==> config.mk <==
export PLATFORM = sky130hd
export DESIGN_NAME = tmg_pixel_ser
export DESIGN_NICKNAME = d
export VERILOG_FILES = /design/src/rtl/text_mode_glyph_line_renderer_defines.svh /design/src/rtl/tmg_pkg.sv /design/src/rtl/tmg_pixel_ser.sv
export SDC_FILE = /design/constraint.sdc
export NUM_CORES = 1
export LEC_CHECK = 0
export CAP_MARGIN = 15
export CORE_UTILIZATION = 45
export CTS_CLUSTER_DIAMETER = 200
export DETAILED_ROUTE_END_ITERATION = 6
export DONT_BUFFER_PORTS = 1
export SLEW_MARGIN = 20
export SYNTH_ARGS = -nofsm -noshare
export SYNTH_HDL_FRONTEND = slang
export SYNTH_SLANG_ARGS = --single-unit
==> constraint.sdc <==
create_clock -name clk -period 4.55 [get_ports clk]
set_clock_uncertainty 0.05 [all_clocks]
set_input_delay 0.2275 -clock clk [delete_from_list [all_inputs] [get_ports clk]]
set_output_delay 0.2275 -clock clk [all_outputs]
set_load 0.01 [all_outputs]
==> src/rtl/text_mode_glyph_line_renderer_defines.svh <==
// ----------------------------------------------------------------------------
// Text-mode glyph line renderer: assertion macros
// Shared property wrappers, all clocked on clk and disabled while rst_n is low.
// ----------------------------------------------------------------------------
`ifndef TEXT_MODE_GLYPH_LINE_RENDERER_DEFINES_SVH
`define TEXT_MODE_GLYPH_LINE_RENDERER_DEFINES_SVH

// The consequent holds in the same cycle as the antecedent.
`define TMG_ASSERT_NOW(lbl, ante, cons, msg) \
    lbl: assert property (@(posedge clk) disable iff (!rst_n) (ante) |-> (cons)) \
        else $error(msg);

// The consequent holds in the cycle after the antecedent.
`define TMG_ASSERT_NEXT(lbl, ante, cons, msg) \
    lbl: assert property (@(posedge clk) disable iff (!rst_n) (ante) |=> (cons)) \
        else $error(msg);

`endif

==> src/rtl/tmg_pkg.sv <==
// ----------------------------------------------------------------------------
// Text-mode glyph line renderer package
// Shared constants, function codes, the line record and colour widening.
// ----------------------------------------------------------------------------
`timescale 1ns / 1ps
`default_nettype none

package tmg_pkg;

    localparam int FONT_LINES  = 16;
    localparam int CELL_WIDTH  = 9;
    localparam int GLYPH_COUNT = 256;
    localparam int PAL_DEPTH   = 16;

    localparam int FONT_ADDR_W = $clog2(GLYPH_COUNT * FONT_LINES);
    localparam int PAL_ADDR_W  = $clog2(PAL_DEPTH);
    localparam int COL_W       = 4;
    localparam int PAL_W       = 18;
    localparam int RGB_W       = 24;

    localparam logic [COL_W-1:0] LAST_COL = COL_W'(CELL_WIDTH - 1);

    // Codes from 0xC0 to 0xDF are line-drawing glyphs.
    localparam logic [7:0] BOX_BASE = 8'hC0;
    localparam logic [7:0] BOX_END  = 8'hE0;

    typedef enum logic [1:0] {
        FUNC_RENDER = 2'd0,
        FUNC_PAL    = 2'd1,
        FUNC_FONT   = 2'd2,
        FUNC_NONE   = 2'd3
    } func_t;

    typedef struct packed {
        logic [RGB_W-1:0]      fg;
        logic [RGB_W-1:0]      bg;
        logic [CELL_WIDTH-1:0] pattern;
    } line_t;

    function automatic logic [RGB_W-1:0] widen_color(input logic [PAL_W-1:0] c);
        widen_color = {c[17:12], 2'b00, c[11:6], 2'b00, c[5:0], 2'b00};
    endfunction

endpackage

`default_nettype wire

==> src/rtl/tmg_pixel_ser.sv <==
// ----------------------------------------------------------------------------
// Pixel serialiser
// Holds one rendered line and presents its nine pixels, one per transaction.
// ----------------------------------------------------------------------------
`timescale 1ns / 1ps
`default_nettype none

module tmg_pixel_ser
    import tmg_pkg::*;
(
    input  wire logic             clk,
    input  wire logic             rst_n,
    input  wire logic             line_valid,
    input  wire line_t            line_in,
    output logic                  line_take,
    output logic                  out_valid,
    input  wire logic             out_stall,
    output logic [RGB_W-1:0]      pixel_rgb,
    output logic [COL_W-1:0]      pixel_column,
    output logic                  last_pixel
);

    logic             busy_reg, busy_next;
    logic [COL_W-1:0] col_reg, col_next;
    line_t            line_reg, line_next;
    logic             fire;
    logic             at_last;
    logic [COL_W-1:0] bit_idx;

    assign fire      = busy_reg && !out_stall;
    assign at_last   = (col_reg == LAST_COL);
    assign line_take = line_valid && (!busy_reg || (fire && at_last));

    always_comb
    begin
        busy_next = busy_reg;
        col_next  = col_reg;
        line_next = line_reg;
        if (line_take)
        begin
            busy_next = 1'b1;
            col_next  = '0;
            line_next = line_in;
        end
        else if (fire && at_last)
        begin
            busy_next = 1'b0;
        end
        else if (fire)
        begin
            col_next = col_reg + COL_W'(1);
        end
    end

    always_ff @(posedge clk or negedge rst_n)
    begin
        if (!rst_n)
        begin
            busy_reg <= 1'b0;
            col_reg  <= '0;
        end
        else
        begin
            busy_reg <= busy_next;
            col_reg  <= col_next;
        end
    end

    always_ff @(posedge clk)
    begin
        line_reg <= line_next;
    end

    // The pattern is stored with column 0 in its top bit.
    assign bit_idx      = LAST_COL - col_reg;
    assign out_valid    = busy_reg;
    assign pixel_rgb    = line_reg.pattern[bit_idx] ? line_reg.fg : line_reg.bg;
    assign pixel_column = col_reg;
    assign last_pixel   = at_last;

endmodule

`default_nettype wire

==> run_summary.xml <==
<?xml version="1.0" encoding="UTF-8"?>
<metrics>
  <group name="logic_synthesis">
    <metric name="synth_adder_area_share" unit="">0.00995</metric>
    <metric name="yosys_warnings" unit="">0</metric>
    <metric name="synth_top_family_by_area" unit="">multiplexers</metric>
    <metric name="mappedNetlistNets" unit="">188</metric>
    <metric name="synthesis.area" unit="sq um">2510</metric>
    <metric name="synth_top_flop_cell" unit="">edfxtp_1</metric>
    <metric name="synth_cells" unit="">125</metric>
    <metric name="synth_xor_xnor_area_share" unit="">0.0104</metric>
    <metric name="async_reset_ff_frac" unit="">0.0806</metric>
    <metric name="synthSimpleGateAreaFrac" unit="">0.0348</metric>
    <metric name="avgSynthCellArea" unit="sq um">20.1</metric>
    <metric name="postSynthRegisterBits" unit="">62</metric>
    <metric name="synth_edf_count" unit="">57</metric>
    <metric name="netlist-cell-type-count" unit="">28</metric>
    <metric name="muxShareOfSynthArea" unit="">0.164</metric>
    <metric name="synth_compound_area_frac" unit="">0.0308</metric>
    <metric name="synth_seq_area_share" unit="">0.730</metric>
  </group>
  <group name="global_route">
    <metric name="global_route.usage.met2" unit="">0.293</metric>
    <metric name="grt_use_met3" unit="">0.0429</metric>
    <metric name="global_route.usage.total" unit="">0.168</metric>
    <metric name="global_route_wire_length_before_repair" unit="um">7120</metric>
    <metric name="grt-ovfl-total" unit="">0</metric>
    <metric name="grt_most_used_layer" unit="">met2</metric>
    <metric name="grt_max_degree" unit="">34</metric>
    <metric name="antenna_found_initial" unit="">0</metric>
    <metric name="gr-usage-met1" unit="">0.181</metric>
    <metric name="vias_in_the_first_global_route" unit="">1478</metric>
  </group>
  <group name="cells_and_area">
    <metric name="multi_input_comb_area" unit="sq um">629</metric>
    <metric name="layout.filler_cells" unit="">375</metric>
    <metric name="register_area" unit="sq um">1840</metric>
    <metric name="filler_free_cell_count_of_the_finished_design" unit="">268</metric>
    <metric name="insertedDiodeCount" unit="">0</metric>
    <metric name="areaGrowthSynthToFinish" unit="%">34.1</metric>
    <metric name="final_nets" unit="">256</metric>
    <metric name="most_common_cell_after_layout_fill_and_taps_aside" unit="">dlygate4sd3_1</metric>
    <metric name="highest_count_cells_in_the_layout_ignoring_fill_and_taps" unit="">dlygate4sd3_1, edfxtp_1, mux2_4</metric>
    <metric name="drive_gt1_frac" unit="">0.227</metric>
    <metric name="largest_register_ffs" unit="">57</metric>
  </group>
  <group name="timing">
    <metric name="finalCritPeriodShare" unit="">0.694</metric>
    <metric name="achievable-frequency" unit="GHz">0.317</metric>
    <metric name="setup_violations" unit="">0</metric>
    <metric name="setup_total_negative_slack" unit="ns">0</metric>
    <metric name="max_slew_margin" unit="">0.612</metric>
    <metric name="hold_violation_count_in_the_final_report" unit="">0</metric>
    <metric name="tightestPinTransition" unit="ns">0.581</metric>
    <metric name="drv_slew" unit="">0</metric>
    <metric name="post_route_hold_slack" unit="ns">0.0565</metric>
    <metric name="finalWorstPathRequiredPeriod" unit="ns">3.16</metric>
    <metric name="unrepaired_setup_endpoints_after_global_routing" unit="">no</metric>
  </group>
  <group name="die">
    <metric name="chipHeight" unit="um">76.8</metric>
    <metric name="starting_density" unit="">0.480</metric>
    <metric name="x_dimension_of_the_die" unit="um">76.8</metric>
    <metric name="core_region_area" unit="sq um">5240</metric>
    <metric name="num_io_pins" unit="">92</metric>
    <metric name="design.die.area" unit="sq um">5890</metric>
    <metric name="row_count" unit="">26</metric>
  </group>
  <group name="route">
    <metric name="avgRoutedWirePerCell" unit="um">16.6</metric>
    <metric name="antenna_violation_net_count_after_detailed_routing" unit="">0</metric>
    <metric name="dr.pass1.iters" unit="">4</metric>
    <metric name="wirelength" unit="um">4450</metric>
    <metric name="num_vias" unit="">1363</metric>
    <metric name="first_iter_violations" unit="">67</metric>
    <metric name="drc" unit="">0</metric>
    <metric name="detail_route.vias_per_cell" unit="">5.09</metric>
  </group>
  <group name="worst_hold_path">
    <metric name="worstHoldStart" unit="">out_stall</metric>
    <metric name="whs_endpoint" unit="">out_valid$_DFFE_PN0P_</metric>
    <metric name="hold-path-cell-count" unit="">2</metric>
    <metric name="hold_path.class" unit="">input port to flop</metric>
  </group>
  <group name="pwr">
    <metric name="net-switching-power" unit="W">0.000654</metric>
    <metric name="flop_pwr_share" unit="">0.365</metric>
    <metric name="p_leak" unit="nW">1.22</metric>
    <metric name="power.clock.fraction" unit="">0.215</metric>
    <metric name="max_rail_drop_vdd" unit="mV">0.299</metric>
    <metric name="internal-power" unit="W">0.00139</metric>
    <metric name="power.switching_fraction" unit="">0.320</metric>
    <metric name="power_frac_comb" unit="">0.420</metric>
    <metric name="power_density_normalized_to_cell_area" unit="nW/um^2">607</metric>
  </group>
  <group name="critical_path">
    <metric name="regToRegStartpoint" unit="">pixel_column[0]$_DFFE_PN0P_</metric>
    <metric name="rr_worst_depth" unit="">6</metric>
    <metric name="timing.critical_path.arrival" unit="ns">2.88</metric>
    <metric name="cp.required" unit="ns">4.27</metric>
    <metric name="r2r_slack" unit="ns">1.82</metric>
    <metric name="end_kind" unit="">output port</metric>
    <metric name="critical_path.startpoint_type" unit="">flop</metric>
    <metric name="critical_path.max_fanout" unit="">15</metric>
    <metric name="worst-setup-path-type" unit="">flop to output port</metric>
    <metric name="worst_r2r_endpoint" unit="">line_reg[7]$_DFFE_PP_</metric>
  </group>
  <group name="clock_network">
    <metric name="worstSkewPairLatency" unit="ns">0.32</metric>
    <metric name="postCtsSetupBuffers" unit="">0</metric>
    <metric name="max-clock-path-buffers" unit="">2</metric>
    <metric name="clock-root-buffer" unit="">clkbuf_8</metric>
    <metric name="clk_pin_slew_worst_paths" unit="ns">0.07</metric>
    <metric name="cts.sinks" unit="">62</metric>
    <metric name="cts_htree_levels" unit="">3</metric>
    <metric name="cts_made_buffers" unit="">9</metric>
    <metric name="clock_tree_from_tritoncts" unit="">done</metric>
  </group>
  <group name="placement">
    <metric name="dp_hpwl" unit="um">2730</metric>
    <metric name="placer_congestion_estimate" unit="">0.733</metric>
    <metric name="total_instance_count_after_detailed_placement" unit="">192</metric>
    <metric name="io_buffers" unit="">0</metric>
  </group>
  <group name="run_status">
    <metric name="status" unit="">complete, no violations</metric>
  </group>
  <group name="flow_run">
    <metric name="drv.max_cap_violation_count" unit="">0</metric>
  </group>
</metrics>
[synthesized netlist by cell type (2+ instances only)]
master	number	share of area
a22o_1	3	0.010
nand3_1	2	0.0040
buf_6	3	0.013
a21oi_1	2	0.0040
ha_1	2	0.0099
mux2_2	5	0.022
dfrtp_1	5	0.050
edfxtp_1	57	0.68
nor2_1	4	0.0060
mux2_4	20	0.12
xnor2_1	2	0.0070
mux4_2	2	0.018
inv_1	3	0.0045
[kinds of logic after synthesis]
| kind of cell | after synthesis |
|---|---|
| AND/OR/NAND/NOR | 14 |
| buffers and inverters | 7 |
| XOR/XNOR | 3 |
| AO/OA/AOI/OAI | 9 |
| flip-flops | 62 |
| multiplexers | 28 |
| adder cells (fa/ha/maj) | 2 |
[metrics by stage]
step	setup WS, ns	cell area, sq um	utilization	power, W
3_5_place_dp	1.47	2570	0.491	0.00153
3_3_place_gp	1.63	2570	0.491	0.00150
2_1_floorplan	1.48	2510	-	0.00146
4_1_cts	1.10	3340	0.639	0.00202
6_report	1.39	3370	0.644	0.00205
5_1_grt	1.17	3370	0.644	0.00215
[worst max path at each step]
stage	cells past startpoint	start	endpoint	slack [ns]
6_report	7	pixel_column[0]$_DFFE_PN0P_	pixel_rgb[22]	1.39
5_1_grt	7	pixel_column[0]$_DFFE_PN0P_	pixel_rgb[23]	1.17
4_1_cts	6	pixel_column[0]$_DFFE_PN0P_	pixel_rgb[23]	1.10
3_5_place_dp	6	pixel_column[0]$_DFFE_PN0P_	pixel_rgb[23]	1.47
3_3_place_gp	6	pixel_column[0]$_DFFE_PN0P_	pixel_rgb[22]	1.63
2_1_floorplan	6	pixel_column[0]$_DFFE_PN0P_	line_reg[0]$_DFFE_PP_	1.48
[power by group through the flow]
stage	clock [W]	sequential [W]	combinational [W]
6_report	0.000441	0.000746	0.000859
5_1_grt	0.000485	0.000752	0.000909
4_1_cts	0.000455	0.000744	0.000816
3_5_place_dp	0	0.000757	0.000771
3_3_place_gp	0	0.000753	0.000749
2_1_floorplan	0	0.000731	0.000728
[worst max-delay path, cell delays in order, from the launching register on]
cell and delay (ns):
dfrtp_1 0.61, inv_1 0.15, ha_1 0.26, xor2_1 0.25, nand3_1 0.16, o211ai_4 0.50
buf_16 0.24, mux2_2 0.39
[timing repair]
action,in CTS,in global routing
gates resized for setup,0,0
hold buffers,59,0
setup endpoints to repair,0,0
endpoints found under the hold margin,63,0
[layer usage]
metal | routed length (um) | vias to the layer above
li1 | - | 626
met1 | 1690 | 666
met2 | 2410 | 63
met3 | 271 | 8
met4 | 82 | 0
met5 | 0 | -
[area by class of cell]
class	count	share of cell area
clock buffer	11	0.0390
clock inverter	5	0.0148
inverter	3	0.00334
multi-input combinational	56	0.187
sequential	62	0.545
tap	70	0.0260
timing repair buffer	61	0.186
Note: power is estimated with default switching activity, not from simulation.
