--- src/rtl/text_mode_glyph_line_renderer_defines.svh ---
// ----------------------------------------------------------------------------
// Text-mode glyph line renderer: assertion macros
// Shared property wrappers, all clocked on clk and disabled while rst_n is low.
// ----------------------------------------------------------------------------
`ifndef TEXT_MODE_GLYPH_LINE_RENDERER_DEFINES_SVH
`define TEXT_MODE_GLYPH_LINE_RENDERER_DEFINES_SVH

// The consequent holds in the same cycle as the antecedent.
`define TMG_ASSERT_NOW(lbl, ante, cons, msg) \
    lbl: assert property (@(posedge clk) disable iff (!rst_n) (ante) |-> (cons)) \
        else $error(msg);

// The consequent holds in the cycle after the antecedent.
`define TMG_ASSERT_NEXT(lbl, ante, cons, msg) \
    lbl: assert property (@(posedge clk) disable iff (!rst_n) (ante) |=> (cons)) \
        else $error(msg);

`endif

--- src/rtl/tmg_pkg.sv ---
// ----------------------------------------------------------------------------
// Text-mode glyph line renderer package
// Shared constants, function codes, the line record and colour widening.
// ----------------------------------------------------------------------------
`timescale 1ns / 1ps
`default_nettype none

package tmg_pkg;

    localparam int FONT_LINES  = 16;
    localparam int CELL_WIDTH  = 9;
    localparam int GLYPH_COUNT = 256;
    localparam int PAL_DEPTH   = 16;

    localparam int FONT_ADDR_W = $clog2(GLYPH_COUNT * FONT_LINES);
    localparam int PAL_ADDR_W  = $clog2(PAL_DEPTH);
    localparam int COL_W       = 4;
    localparam int PAL_W       = 18;
    localparam int RGB_W       = 24;

    localparam logic [COL_W-1:0] LAST_COL = COL_W'(CELL_WIDTH - 1);

    // Codes from 0xC0 to 0xDF are line-drawing glyphs.
    localparam logic [7:0] BOX_BASE = 8'hC0;
    localparam logic [7:0] BOX_END  = 8'hE0;

    typedef enum logic [1:0] {
        FUNC_RENDER = 2'd0,
        FUNC_PAL    = 2'd1,
        FUNC_FONT   = 2'd2,
        FUNC_NONE   = 2'd3
    } func_t;

    typedef struct packed {
        logic [RGB_W-1:0]      fg;
        logic [RGB_W-1:0]      bg;
        logic [CELL_WIDTH-1:0] pattern;
    } line_t;

    function automatic logic [RGB_W-1:0] widen_color(input logic [PAL_W-1:0] c);
        widen_color = {c[17:12], 2'b00, c[11:6], 2'b00, c[5:0], 2'b00};
    endfunction

endpackage

`default_nettype wire

--- src/rtl/tmg_pal_mem.sv ---
// ----------------------------------------------------------------------------
// Palette store
// Sixteen 18-bit colours, one write port and two registered read ports.
// ----------------------------------------------------------------------------
`timescale 1ns / 1ps
`default_nettype none

module tmg_pal_mem
    import tmg_pkg::*;
(
    input  wire logic                  clk,
    input  wire logic                  wr_en,
    input  wire logic [PAL_ADDR_W-1:0] wr_addr,
    input  wire logic [PAL_W-1:0]      wr_data,
    input  wire logic                  rd_en,
    input  wire logic [PAL_ADDR_W-1:0] fg_addr,
    input  wire logic [PAL_ADDR_W-1:0] bg_addr,
    output logic      [PAL_W-1:0]      fg_data,
    output logic      [PAL_W-1:0]      bg_data
);

    logic [PAL_W-1:0] mem [PAL_DEPTH];

    always_ff @(posedge clk)
    begin
        if (wr_en)
        begin
            mem[wr_addr] <= wr_data;
        end
    end

    always_ff @(posedge clk)
    begin
        if (rd_en)
        begin
            fg_data <= mem[fg_addr];
            bg_data <= mem[bg_addr];
        end
    end

endmodule

`default_nettype wire

--- config.mk ---
export PLATFORM = sky130hd
export DESIGN_NAME = tmg_pal_mem
export DESIGN_NICKNAME = d
export VERILOG_FILES = /design/src/rtl/text_mode_glyph_line_renderer_defines.svh /design/src/rtl/tmg_pkg.sv /design/src/rtl/tmg_pal_mem.sv
export SDC_FILE = /design/constraint.sdc
export NUM_CORES = 1
export LEC_CHECK = 0
export BUFFER_PORTS_ARGS = -buffer_cell sky130_fd_sc_hd__buf_4
export CORE_MARGIN = 4
export CORE_UTILIZATION = 25
export CTS_CLUSTER_SIZE = 8
export DETAILED_ROUTE_END_ITERATION = 8
export SYNTH_ARGS = -nofsm -noshare
export SYNTH_HDL_FRONTEND = slang
export SYNTH_SLANG_ARGS = --single-unit
--- constraint.sdc ---
create_clock -name clk -period 5.5 [get_ports clk]
set_input_delay 1.1 -clock clk [delete_from_list [all_inputs] [get_ports clk]]
set_output_delay 1.1 -clock clk [all_outputs]
set_load 0.02 [all_outputs]
==> results of run 1 <==
-- placed cells by master, fill, tap and decap left out, types with 4 or more instances in the layout --
| cell type | netlist | routed |
|---|---|---|
| mux4_2 | 105 | 105 |
| buf_4 | 6 | 97 |
| nor2b_2 | 0 | 4 |
| nor2_2 | 0 | 12 |
| edfxtp_1 | 324 | 324 |
| mux4_1 | 39 | 39 |
| nand2_1 | 37 | 37 |
| a22oi_1 | 72 | 72 |
| nor3_2 | 0 | 4 |
| clkbuf_16 | 0 | 46 |
-- metrics by stage --
stage          total power (W)  utilization (%)  setup slack [ns]  hold slack, ns  instance area (sq um)
2_1_floorplan          0.00313                -              2.20           0.726                  14200
3_3_place_gp           0.00331             27.8              1.99           0.747                  15700
3_5_place_dp           0.00332             27.8              2.01           0.757                  15700
4_1_cts                0.00575             30.0              2.61           0.763                  16900
5_1_grt                0.00588             30.0              2.43           0.791                  16900
6_report               0.00569             30.0              2.60           0.765                  16900
-- cell usage after synthesis --
cell type | count | area share [%]
buf_4 | 6 | 0.32
nand2b_1 | 2 | 0.088
clkbuf_1 | 16 | 0.42
and2_1 | 2 | 0.088
nor2b_1 | 4 | 0.18
mux4_2 | 105 | 17
buf_2 | 5 | 0.18
nor2_1 | 14 | 0.37
a22oi_1 | 72 | 3.8
or3b_2 | 1 | 0.062
buf_6 | 10 | 0.79
nand3_1 | 1 | 0.035
nand2_1 | 37 | 0.98
mux4_1 | 39 | 7.2
buf_1 | 8 | 0.21
nor3_1 | 4 | 0.14
nand3b_1 | 2 | 0.11
clkbuf_2 | 1 | 0.035
edfxtp_1 | 324 | 68
-- cells by family after synthesis --
| logic type | Yosys count | share of synthesized area [%] |
|---|---|---|
| multiplexers | 144 | 23.8 |
| flip-flops | 324 | 68.4 |
| AND/OR/NAND/NOR | 67 | 2.04 |
| buffers and inverters | 46 | 1.95 |
| AO/OA/AOI/OAI | 72 | 3.80 |
-- how the worst max path moves through the flow --
stage / to / from
detailed placement: fg_data[14] / fg_addr[0]
global route: fg_data[11] / fg_addr[0]
CTS: fg_data[13] / fg_addr[0]
finish: fg_data[13] / fg_addr[0]
floorplan: mem[0][0] / wr_addr[2]
global placement: fg_data[13] / fg_addr[0]
-- flip-flops by register name, indices dropped and copies added, names as in the netlist --
name	flops
mem	288
bg_data	18
fg_data	18
-- power groups by stage --
stage	logic, W	clock network (W)	registers [W]
after floorplan	0.000239	0	0.00290
after global placement	0.000437	0	0.00288
after detailed placement	0.000442	0	0.00288
after CTS	0.000442	0.00248	0.00283
after global routing	0.000465	0.00258	0.00284
final	0.000435	0.00242	0.00283
-- worst reg2reg max path: cells and delay by family, from the launching register on --
family	cells	cell delay [ns]
simple gates	1	0.15
compound gates	1	0.24
mux	1	0.51
flops	1	0.38
-- final cells by class --
| type | instances | area, sq um |
|---|---|---|
| Timing Repair Buffer | 97 | 728 |
| Clock buffer | 47 | 1150 |
| Fill cell | 5493 | 39500 |
| Multi-Input combinational cell | 283 | 4300 |
| Sequential cell | 324 | 9730 |
| Clock inverter | 4 | 38.8 |
| Tap cell | 756 | 946 |
-- per-layer routing --
metal	wire length, um	up-vias	share of wire, %	track usage, %
met5	0	-	0	0
met4	853	0	2.3	3.67
met3	2390	61	6.3	2.60
met2	19700	261	52	22.0
met1	14700	4010	39	14.7
li1	-	3079	-	-
==> qor.csv, run 1 <==
metric;value;unit
max_slew headroom;33.5;%
clk_lat worst skew;0.55;ns
WS Path Type;input port to flop;
type of the worst min-delay path;flop to flop;
Detailed Place HPWL;20.5;mm
Worst Path Arrival;3.19;ns
slowest stage delay, CP;0.70;ns
DRC violations left;0;
PwrDens;337;nW/um^2
CTS resizes;0;
vias post-DR;7411;
I/O pin count;69;
Internal;0.00446;W
vias in the first global route;7820;
total negative setup slack;0;ns
endpoints failing hold;0;
cell depth of the worst setup path;5;
top cell family by delay on the critical path;buffers and inverters;
Mapped Cells;653;
Worst Hold End;bg_data[16];
worst r2r path cells;3;
core footprint;56400;sq um
Final nets;785;
Syn Nets;686;
combinational group share of total power;7.6;%
die width;247;um
first-pass GRT wire length;53.6;mm
routed len/inst;24.9;um
grt ovf;0;
Net Switching;0.00123;W
Hold Path Depth;3;
Data required, critical path;5.80;ns
Lkg Pwr;5.45;nW
Die Area;60800;sq um
r2r endpoint;bg_data[10];
count of pins over their slew limit;0;
maximum vdd drop;0.000256;V
H-tree Lvls;2;
Root Buffer;clkbuf_16;
crit path max fanout;48;
Tmin final;2.90;ns
Mapped Area;14200;sq um
Avg Inst Size Synth;21.8;sq um
RSZ-0062 raised after global routing;no;
CTS Buffer Depth;3;
Antenna Cells;0;
post-synthesis to final-layout area growth;18.7;%
YS warnings;0;
initial antenna violation count;0;
status;finished clean;
Setup Skew;0.0173;ns
Num Clock Sinks;324;
Hold Path Origin;mem[6][16];
WL final;37.7;mm
CTS tree;done;
post-route clock period utilization;52.7;%
CP Launch Type;input port;
R2R Setup Slk;3.95;ns
Reg power frac;49.8;%
RePlAce Congestion;0.712;
CP bufs+invs;2;
Die H;247;um
Crit-path slowest cell;buf_4;
register bit count reported by yosys;324;
Crit. End Element;flop;
Clock Power Share;42.6;%
gr usage total;12.2;%
Max Cap Viol;0;
Switching Fraction;21.6;%
PortBufs;68;
Vias/cell;4.90;
Starting Density;25.2;%
Num CTS Buffers;46;
# hold bufs at CTS;0;
share of layout cells above drive strength 1;36.4;%
most used cell, CP;buf_4;
Cell Chain, Critical Path;buf_4 -> buf_4 -> mux4_1 -> a22oi_1 -> nand2_1;
FF-to-FF Start;mem[1][10];
placed insts;1460;
First-pass DRT Iterations;5;
synth unique cells;19;
Worst Tran Pin Value;0.998;ns
pin count of the biggest net entering global routing;54;
Reg clk slew, reported paths;0.05;ns
Post-CTS Setup Bufs;0;
# rows;87;
Fmax;0.345;GHz
# setup viols final;0;
DR iter-0 viols;629;
Seq/Total Area, Yosys;68.4;%
Final Non-Filler Cells;1511;
ANT nets after route;0;
(Power assumes the default switching activity.)
==> run 2, diff against run 1 <==
- clock period: 5.5 -> 2.4 ns (I/O delays scaled with it)
==> run 2 against run 1 <==
Final cell count is 1.1% higher. Register-to-register slack worse by 3.1 ns. Clock power is 140% higher. Largest power group unchanged. Die area stayed put. Worst hold slack worse by 0.52 ns. Non-clock buffer count is 15 higher. Routed wire length is 2.4% lower. Highest routed layer is now met5. First-iteration DRC count is 13% higher. Global-route usage is 0.24 points lower.
==> qor.csv, run 2 (synthesis gave the netlist of run 1 again) <==
metric;value;unit
Crit. End Element;primary output;
slowest stage delay, CP;0.48;ns
CTS tree;done;
core footprint;56400;sq um
I/O pin count;69;
die width;247;um
placed cell areas;16100;sq um
# rows;87;
Regs by FF count;mem: 288 flops, bg_data: 18 flops, fg_data: 18 flops;
Worst Path Arrival;1.23;ns
Max Cap Viol;0;
endpoints failing hold;0;
post-synthesis to final-layout area growth;21.7;%
Final nets;800;
Internal;0.0105;W
PortBufs;68;
cell depth of the worst setup path;1;
Reg power frac;49.0;%
Die Area;60800;sq um
Worst Tran Pin Value;1.11;ns
# hold bufs at CTS;0;
Setup Skew;0.0115;ns
max reg flops;288;
ANT nets after route;0;
# setup viols final;0;
H-tree Lvls;2;
Vias/cell;4.85;
placed insts;1475;
share of layout cells above drive strength 1;37.7;%
Crit-path slowest cell;edfxtp_1;
maximum vdd drop;0.000440;V
gr usage total;12.0;%
Reg clk slew, reported paths;0.05;ns
r2r endpoint;fg_data[12];
CP bufs+invs;1;
Post-CTS Setup Bufs;0;
Critical Path End;bg_data[14];
total negative setup slack;0;ns
first-pass GRT wire length;53.1;mm
crit path from;bg_data[14];
count of pins over their slew limit;0;
RePlAce Congestion;0.719;
Num CTS Buffers;46;
commonest non-fill, non-tap cells in the layout;324 x edfxtp_1, 105 x mux4_2, 91 x buf_4;
PwrDens;766;nW/um^2
clk_lat worst skew;0.53;ns
Final Non-Filler Cells;1527;
vias in the first global route;7854;
pre-CTS setup slack;0.202;ns
CTS resizes;0;
R2R Setup Slk;0.87;ns
top cell family by delay on the critical path;flip-flops;
max_slew headroom;26.0;%
type of the worst min-delay path;input port to flop;
Fmax;0.586;GHz
post-route clock period utilization;71.1;%
Final Worst Setup Slack;0.694;ns
grt ovf;0;
CP Launch Type;flop;
Data required, critical path;1.92;ns
Net Switching;0.00280;W
Top reg by flops;mem;
First-pass DRT Iterations;5;
Starting Density;25.2;%
Switching Fraction;21.1;%
Cell Chain, Critical Path;buf_4;
FF-to-FF Start;mem[8][12];
status;finished clean;
DR iter-0 viols;713;
RSZ-0062 raised after global routing;no;
WL final;36.8;mm
Tmin final;1.71;ns
CTS Buffer Depth;3;
Detailed Place HPWL;21.5;mm
FILL cells;5451;
combinational group share of total power;8.0;%
final instance area;17300;sq um
worst r2r path cells;3;
Clock Power Share;43.0;%
Num Clock Sinks;324;
Root Buffer;clkbuf_16;
initial antenna violation count;2;
commonest non-fill, non-tap cell in the layout;edfxtp_1;
routed len/inst;24.1;um
vias post-DR;7406;
DRC violations left;0;
pin count of the biggest net entering global routing;38;
crit path max fanout;1;
Die H;247;um
Lkg Pwr;5.63;nW
WS Path Type;flop to primary output;
Power, Total;0.0133;W
[run 2: changes by cell type in the layout (fill, tap and decap cells not counted)]
cell       previous run  this run
buf_4                97        91
nor3_2                4         3
buf_12                0        21
diode_2               0         1
nor2_4                2         0
inv_6                 2         0
clkbuf_16            46        49
clkinv_8              1         0
nor2_2               12        14
nor3_4                0         1
[run 2: layout make-up]
| type | instances | area [sq um] | area share [%] |
|---|---|---|---|
| Antenna cell | 1 | 2.50 | 0.0145 |
| Clock buffer | 50 | 1230 | 7.11 |
| Clock inverter | 1 | 5.00 | 0.0289 |
| Multi-Input combinational cell | 283 | 4290 | 24.8 |
| Sequential cell | 324 | 9730 | 56.2 |
| Tap cell | 756 | 946 | 5.47 |
| Timing Repair Buffer | 112 | 1100 | 6.38 |
[run 2: power by group through the flow]
stage          clock (W)  combinational, W  sequential (W)
3_5_place_dp           0           0.00108         0.00660
5_1_grt          0.00607           0.00113         0.00650
3_3_place_gp           0           0.00107         0.00659
2_1_floorplan          0          0.000547         0.00663
4_1_cts          0.00582           0.00108         0.00650
6_report         0.00570           0.00106         0.00649
[run 2: through the flow]
step	hold slack, ns	utilization (%)
finish	0.241	30.7
floorplan	0.579	-
global route	0.240	30.7
CTS	0.221	30.7
detailed placement	0.763	28.5
global placement	0.750	28.5
[run 2: worst min-delay path by stage]
| stage | endpoint | from | slack (ns) | cells past startpoint |
|---|---|---|---|---|
| 2_1_floorplan | mem[0][0] | wr_data[0] | 0.58 | 0 |
| 4_1_cts | mem[6][13] | wr_data[13] | 0.22 | 1 |
| 3_5_place_dp | fg_data[3] | mem[7][3] | 0.76 | 3 |
| 3_3_place_gp | bg_data[2] | mem[14][2] | 0.75 | 3 |
| 6_report | mem[14][11] | wr_data[11] | 0.24 | 1 |
| 5_1_grt | mem[8][3] | wr_data[3] | 0.24 | 1 |
[run 2: layer usage]
metal / up-vias / GRT usage, % / share of wire, %
met1: 4006 / 14.4 / 39
li1: 3120 / - / -
met3: 59 / 2.83 / 5.9
met2: 219 / 21.7 / 53
met4: 2 / 3.07 / 1.9
met5: - / 0 / 0.035
==> run 3, diff against run 2 <==
- clock period: 2.4 -> 1.6 ns (I/O delays scaled with it)
==> run 3 against run 2 <==
Critical path depth unchanged. Clock power rose by 52%. Worst hold slack got worse by 0.15 ns. Critical endpoint unchanged. Clock skew decreased by 0.0017 ns. Largest power group unchanged. Global-route usage rose by 0.86 points. Combinational power rose by 63%. Die area is the same.
==> qor.csv, run 3 (synthesis gave the netlist of run 1 again) <==
metric;value;unit
crit path max fanout;1;
slowest stage delay, CP;0.48;ns
ANT nets after route;0;
Num Clock Sinks;324;
max reg flops;288;
Setup Skew;0.00979;ns
DR iter-0 viols;644;
PwrDens;1130;nW/um^2
R2R Setup Slk;0.07;ns
Internal;0.0159;W
CP bufs+invs;1;
Util after Layout;31.5;%
worst r2r path cells;3;
WL final;39.1;mm
Final Non-Filler Cells;1556;
vias post-DR;7587;
Worst Hold End;mem[8][10];
endpoints failing hold;0;
Hold Path Origin;wr_data[10];
M2 GR Usage;22.9;%
Net Switching;0.00424;W
I/O pin count;69;
Tmin final;1.55;ns
maximum vdd drop;0.000682;V
FILL cells;5458;
Lkg Pwr;5.81;nW
DRC violations left;0;
# setup viols final;0;
gr usage total;12.8;%
RSZ-0062 raised after global routing;no;
FF-to-FF Start;mem[3][16];
pin count of the biggest net entering global routing;30;
Starting Density;25.2;%
PortBufs;68;
RePlAce Congestion;0.736;
Reg power frac;48.3;%
Num CTS Buffers;46;
WHS;0.0874;ns
commonest non-fill, non-tap cell in the layout;edfxtp_1;
Data required, critical path;1.28;ns
die width;247;um
CTS Buffer Depth;3;
post-route clock period utilization;96.7;%
top cell family by delay on the critical path;flip-flops;
count of pins over their slew limit;0;
GR peak layer;met2;
Power, Total;0.0202;W
Post-CTS Setup Bufs;0;
CTS tree;done;
combinational group share of total power;8.6;%
Switching Fraction;21.0;%
Max Cap Viol;0;
Final nets;831;
Cell Chain, Critical Path;buf_4;
CP Launch Type;flop;
Root Buffer;clkbuf_16;
grt ovf;0;
First-pass DRT Iterations;6;
Hold Path Depth;1;
# hold bufs at CTS;0;
Fmax;0.646;GHz
Top reg by flops;mem;
# rows;87;
initial antenna violation count;1;
share of layout cells above drive strength 1;41.8;%
WS Path Type;flop to primary output;
first-pass GRT wire length;56.7;mm
CTS resizes;0;
Reg clk slew, reported paths;0.05;ns
Detailed Place HPWL;24.0;mm
clk_lat worst skew;0.54;ns
max_slew headroom;28.6;%
Clock Power Share;43.1;%
Worst Path Arrival;1.23;ns
r2r endpoint;fg_data[16];
Vias/cell;4.88;
Worst Tran Pin Value;1.07;ns
H-tree Lvls;2;
placed insts;1506;
M1 GR Usage;15.8;%
routed len/inst;25.1;um
status;finished clean;
met3 Track Usage GR;2.20;%
Crit. End Element;primary output;
Regs by FF count;mem: 288 flops, bg_data: 18 flops, fg_data: 18 flops;
post-synthesis to final-layout area growth;24.9;%
core footprint;56400;sq um
Die H;247;um
total negative setup slack;0;ns
Crit-path slowest cell;edfxtp_1;
commonest non-fill, non-tap cells in the layout;324 x edfxtp_1, 118 x mux4_2, 103 x buf_4;
Die Area;60800;sq um
Antenna Cells;0;
type of the worst min-delay path;input port to flop;
vias in the first global route;8182;
## run 3: layout make-up
type                            count  area [sq um]  area share, %
Sequential cell                   324          9730           54.8
Clock inverter                      1          30.0          0.169
Tap cell                          756           946           5.32
Timing Repair Buffer              143          1570           8.86
Clock buffer                       49          1230           6.90
Multi-Input combinational cell    283          4260           24.0
## run 3: power groups by stage
stage,Sequential (W),Clock [W],Combinational (W)
floorplan,0.00995,0,0.000871
global placement,0.00989,0,0.00174
detailed placement,0.00990,0,0.00175
CTS,0.00974,0.00888,0.00176
global route,0.00975,0.00926,0.00184
finish,0.00974,0.00869,0.00173
## run 3: metrics by stage
stage,setup slack (ns),instance area (sq um)
6_report,0.0531,17800
5_1_grt,0.0148,17800
4_1_cts,0.0129,17800
3_5_place_dp,-0.367,16500
3_3_place_gp,-0.354,16500
2_1_floorplan,-0.328,14400
## run 3: worst max path at each step
stage,start,to,slack (ns),cells after the start
3_3_place_gp,bg_addr[0],bg_data[12],-0.35,6
3_5_place_dp,fg_addr[0],fg_data[2],-0.37,6
2_1_floorplan,wr_addr[2],mem[1][0],-0.33,2
6_report,bg_data[14],bg_data[14],0.05,1
4_1_cts,bg_data[14],bg_data[14],0.01,1
5_1_grt,mem[2][16],fg_data[16],0.01,3
## run 3: routing by layer
layer | share of wire [%] | vias to the layer above
li1 | - | 3171
met1 | 39 | 4035
met2 | 52 | 304
met3 | 6.0 | 75
met4 | 2.8 | 2
met5 | 0.033 | -
